## config.mk

```make
export PLATFORM = sky130hd
export DESIGN_NAME = cfcm_mul32
export DESIGN_NICKNAME = d
export VERILOG_FILES = /design/src/hw/rtl/cfcm_pkg.sv /design/src/hw/rtl/cfcm_mul32.sv
export SDC_FILE = /design/constraint.sdc
export NUM_CORES = 2
export LEC_CHECK = 0
export BUFFER_PORTS_ARGS = -buffer_cell sky130_fd_sc_hd__buf_2
export CAP_MARGIN = 20
export CELL_PAD_IN_SITES_DETAIL_PLACEMENT = 0
export CELL_PAD_IN_SITES_GLOBAL_PLACEMENT = 1
export CORE_UTILIZATION = 40
export DETAILED_ROUTE_END_ITERATION = 12
export PLACE_DENSITY = 0.65
export SYNTH_ARGS = -nofsm -noshare
export SYNTH_HDL_FRONTEND = slang
export SYNTH_SLANG_ARGS = --single-unit
```

## constraint.sdc

```tcl
create_clock -name clk_i -period 14.6 [get_ports clk_i]
set_input_delay 2.92 -clock clk_i [delete_from_list [all_inputs] [get_ports clk_i]]
set_output_delay 2.92 -clock clk_i [all_outputs]
set_load 0.02 [all_outputs]
```

## src/hw/rtl/cfcm_pkg.sv

```systemverilog
// Shared types and constants for the compare feedback counter map.
// No dependencies; imported by all RTL modules of the block.
`default_nettype none

package cfcm_pkg;

  localparam int unsigned MapSlotsDef  = 65536;
  localparam int unsigned StrPrefixDef = 32;

  localparam logic [63:0] GoldenHash = 64'h9e3779b185ebca87;
  localparam logic [7:0]  CounterMax = 8'd255;

  localparam int unsigned MulW    = 32;
  localparam int unsigned CmdW    = 3;
  localparam int unsigned InDataW = 288;
  localparam int unsigned SlotW   = 8;
  localparam int unsigned NzW     = 17;
  localparam int unsigned OutDataW = 32;

  typedef enum logic [CmdW-1:0] {
    CMD_INT_CMP   = 3'd0,
    CMD_IND_CALL  = 3'd1,
    CMD_STR_BEGIN = 3'd2,
    CMD_STR_BYTES = 3'd3,
    CMD_CLEAR     = 3'd4,
    CMD_READ      = 3'd5
  } cmd_e;

  typedef enum logic [2:0] {
    ST_CLR,
    ST_IDLE,
    ST_MUL,
    ST_HASH,
    ST_RED,
    ST_RD,
    ST_RMW,
    ST_DONE
  } state_e;

endpackage

`default_nettype wire

```

## src/hw/rtl/cfcm_mul32.sv

```systemverilog
// Registered 32x32 unsigned multiplier shared for the partial products
// of the string seed hash. Depends on cfcm_pkg.
`default_nettype none

module cfcm_mul32
  import cfcm_pkg::*;
(
  input  wire logic              clk_i,
  input  wire logic [MulW-1:0]   a_i,
  input  wire logic [MulW-1:0]   b_i,
  output logic      [2*MulW-1:0] p_o
);

  logic [2*MulW-1:0] p_q;

  always_ff @(posedge clk_i) begin
    p_q <= (2*MulW)'(a_i) * (2*MulW)'(b_i);
  end

  assign p_o = p_q;

endmodule

`default_nettype wire

```

# Word level (Yosys, flattened, before mapping)

Index checks and enable logic that the tools add are counted.

Input port bits: 65
Word-level logic and storage cells: 2
Flip-flop bits (word level): 64
Output and inout port bits: 64

Multiply operators: 1

Operators by type and width:

| kind           | number |
|---|---|
| $mul 32x32->64 | 1 |

# Logic depth before layout (Yosys ltp)

Word-level depth: 1
Depth in mapped cells: 29

# Worst setup path after synthesis

Ideal clock, no wire load.

Path type: input port to flip-flop
Start: input a_i[25]
End: register p_q[62] (netlist: p_o[62])
Buffers on the path: 2
Setup time: 0.072 ns
Data arrival time: 9.601 ns
Stages on the path: 25
Slack: 4.927 ns
Data required time: 14.528 ns
Cells stage by stage: clkbuf_1 -> nand2_1 -> fa_1 -> inv_1 -> fa_1 -> inv_1 -> fa_1 -> inv_1 -> fa_1 -> fa_1 -> fa_1 -> fa_1 -> inv_1 -> fa_1 -> inv_1 -> ha_1 -> buf_2 -> nand4_1 -> or4_1 -> or3_1 -> a31oi_1 -> a31o_2 -> a211oi_1 -> o21ai_1 -> xor2_1

Word-level cells in the longest chain between the ends: 1

Ends and longest elaborated chain:

| element              | line             | text |
|---|---|---|
| from (decl)          | cfcm_mul32.sv:9  | `input wire logic [MulW-1:0] a_i,` |
| $mul 32x32->64       | cfcm_mul32.sv:17 | `p_q <= (2*MulW)'(a_i) * (2*MulW)'(b_i);` |
| to (signal assigned) | cfcm_mul32.sv:17 |  |
| to (decl)            | cfcm_mul32.sv:14 | `logic [2*MulW-1:0] p_q;` |

Every way passes these cells.

# Final worst setup path

Start: input a_i[26]
End: register p_q[62] (netlist: p_o[62])

Same word-level chain as after synthesis.

==> results.toml <==
[floorplanning]
start_util = 0.405
core-area_mm2 = 0.0855
placementRows = 107
die_height_um = 296
pin_count = 129
die_area_mm2 = 0.0879
die_w_um = 296

[clock_network]
cts_tree = "built"
htreeDepth = 3
postCtsSetupBuffers = 0
cts-resized-gates = 0
clock_path_buffers = 2
clockRootBuffer = "clkbuf_16"
clk_pin_slew_ns = 0.05
cts_buffers = 9
cts_hold_buffers = 0
cts.sinks = 64

[routing]
wl_per_cell_um = 20.4
vias_per_cell = 5.01
drc_errors = 0
wl_um = 98500
drtPass1Iterations = 5
vias = 24164
drt_iter0_markers = 1092
final_antenna_net_count = 0

[finish]
syn_to_final_growth_pct = 4.59
nets = 4901
stdcell_count = 4827
largest_register_ffs = 64
fin_util = 0.424
n_fill_cell = 8609
drive_above_1_share = 0.0459

[placement]
port_buffers = 128
dp_hpwl_um = 78000
globalplace.congestion = 0.863
dp_cells = 4810

[timing]
hold_viol = 0
slew_headroom = 0.386
finalMaxSlewViolations = 0
min_period_ns = 10.58
grt_setup_unrepaired = "false"
timing.final.crit_share = 0.725
max_clock_freq_ghz = 0.0945
tns_ns = 0
setup_viol = 0
tightest_slew_ns = 0.920

[critical_path]
path_class = "primary input to flip-flop"
crit_fanout = 32
cp.required_ns = 14.87
arrival_ns = 10.86
end_kind = "flip-flop"
start_kind = "primary input"

[grt]
grt_start_max_net_pins = 33
grt_pass1_vias = 26932
grt_use_total = 0.237
grt.overflow.total = 0
grt_pass1_wl_um = 156000
antenna_found_initial = 2

[yosys]
ys_ff_latch = 64
dominantRegCellSynth = "dfxtp_1"
synth_edf_count = 0
yosys_warnings = 0
async_flop_share = 0
synth_cell_types = 57
seq_area_frac_synth = 0.0369
syn-num-nets = 4972
synthCells = 3748
syn_avg_cell_area_um2 = 9.25
syn_area_mm2 = 0.0347

[min_path]
min_path_cells = 3
holdCritPathClass = "primary input to flip-flop"

[run]
cap_violations = 0

[status]
status = "complete, no violations"
-- per-layer routing --
layer | vias up | share of wire | GRT usage
met5 | - | 0.00013 | 0
met4 | 2 | 0.031 | 0.0634
met1 | 12847 | 0.41 | 0.296
met3 | 129 | 0.033 | 0.0244
met2 | 494 | 0.53 | 0.433
li1 | 10692 | - | -
-- worst max-delay path, stage by stage --
cell and delay, ns:
buf_2 0.62, and2_1 0.25, fa_1 0.43, fa_1 0.54, inv_1 0.05, fa_1 0.55, inv_1 0.06, fa_1 0.49
inv_1 0.05, fa_1 0.44, inv_1 0.09, fa_1 0.43, fa_1 0.49, inv_1 0.05, fa_1 0.48, inv_1 0.04
ha_1 0.44, nand4_1 0.24, or4_1 0.46, or3_1 0.36, a31oi_1 0.58, a31o_2 0.31, a211oi_1 0.11, o21ai_1 0.18
xor2_1 0.15
-- layout by cell type, fill, tap and decap left out, types with 25 or more instances in the layout --
cell type / count
nand2_1: 480
dfxtp_1: 64
inv_1: 865
buf_2: 128
xor2_1: 25
a21o_1: 40
a21oi_1: 63
and2_1: 602
xnor2_1: 35
fa_1: 896
ha_1: 263
-- metrics by stage --
step / instance area (um^2) / setup slack (ns) / hold slack [ns]
after CTS: 36300 / 4.10 / 3.20
final: 36300 / 4.02 / 3.20
after detailed placement: 36000 / 3.74 / 3.33
after global routing: 36300 / 3.64 / 3.20
after floorplan: 34700 / 4.93 / 3.05
after global placement: 36000 / 3.77 / 3.34
-- cell type report --
type | count | area (um^2) | area share
Clock buffer | 12 | 246 | 0.00680
Multi-Input combinational cell | 2599 | 29300 | 0.808
Tap cell | 1144 | 1430 | 0.0395
Sequential cell | 64 | 1280 | 0.0353
Inverter | 865 | 3250 | 0.0895
Clock inverter | 4 | 30.0 | 0.000828
Timing Repair Buffer | 138 | 716 | 0.0197
Antenna cell | 1 | 2.50 | 0.0000690
-- final timing paths --
path,from,slack [ns],end
worst max-delay path,a_i[26],4.02,p_o[62]
worst min-delay path,b_i[0],3.20,p_o[0]
-- Yosys cell counts (14+ instances only) --
library cell / n / share of area
a21o_1: 40 / 0.0087
a21oi_1: 63 / 0.0091
and2_1: 602 / 0.11
and3_1: 14 / 0.0025
clkbuf_1: 213 / 0.023
dfxtp_1: 64 / 0.037
fa_1: 896 / 0.52
ha_1: 263 / 0.095
inv_1: 865 / 0.094
nand2_1: 480 / 0.052
nand4_1: 23 / 0.0041
nor2_1: 20 / 0.0022
o21ai_0: 21 / 0.0030
xnor2_1: 35 / 0.0088
xor2_1: 25 / 0.0063
-- cells by family (layout without fill, tap and decap cells) --
kind of cell,Yosys count,in the layout,synth area share
buffers and inverters,1085,1019,0.118
adder cells (fa/ha/maj),1159,1159,0.612
multiplexers,1,1,0.000289
other,0,1,0
AND/OR/NAND/NOR,1177,1177,0.176
flip-flops,64,64,0.0369
AO/OA/AOI/OAI,202,202,0.0415
XOR/XNOR,60,60,0.0152
Power is not shown: default switching activity piles up to over one toggle a cycle in this logic, so the estimate is an artifact.
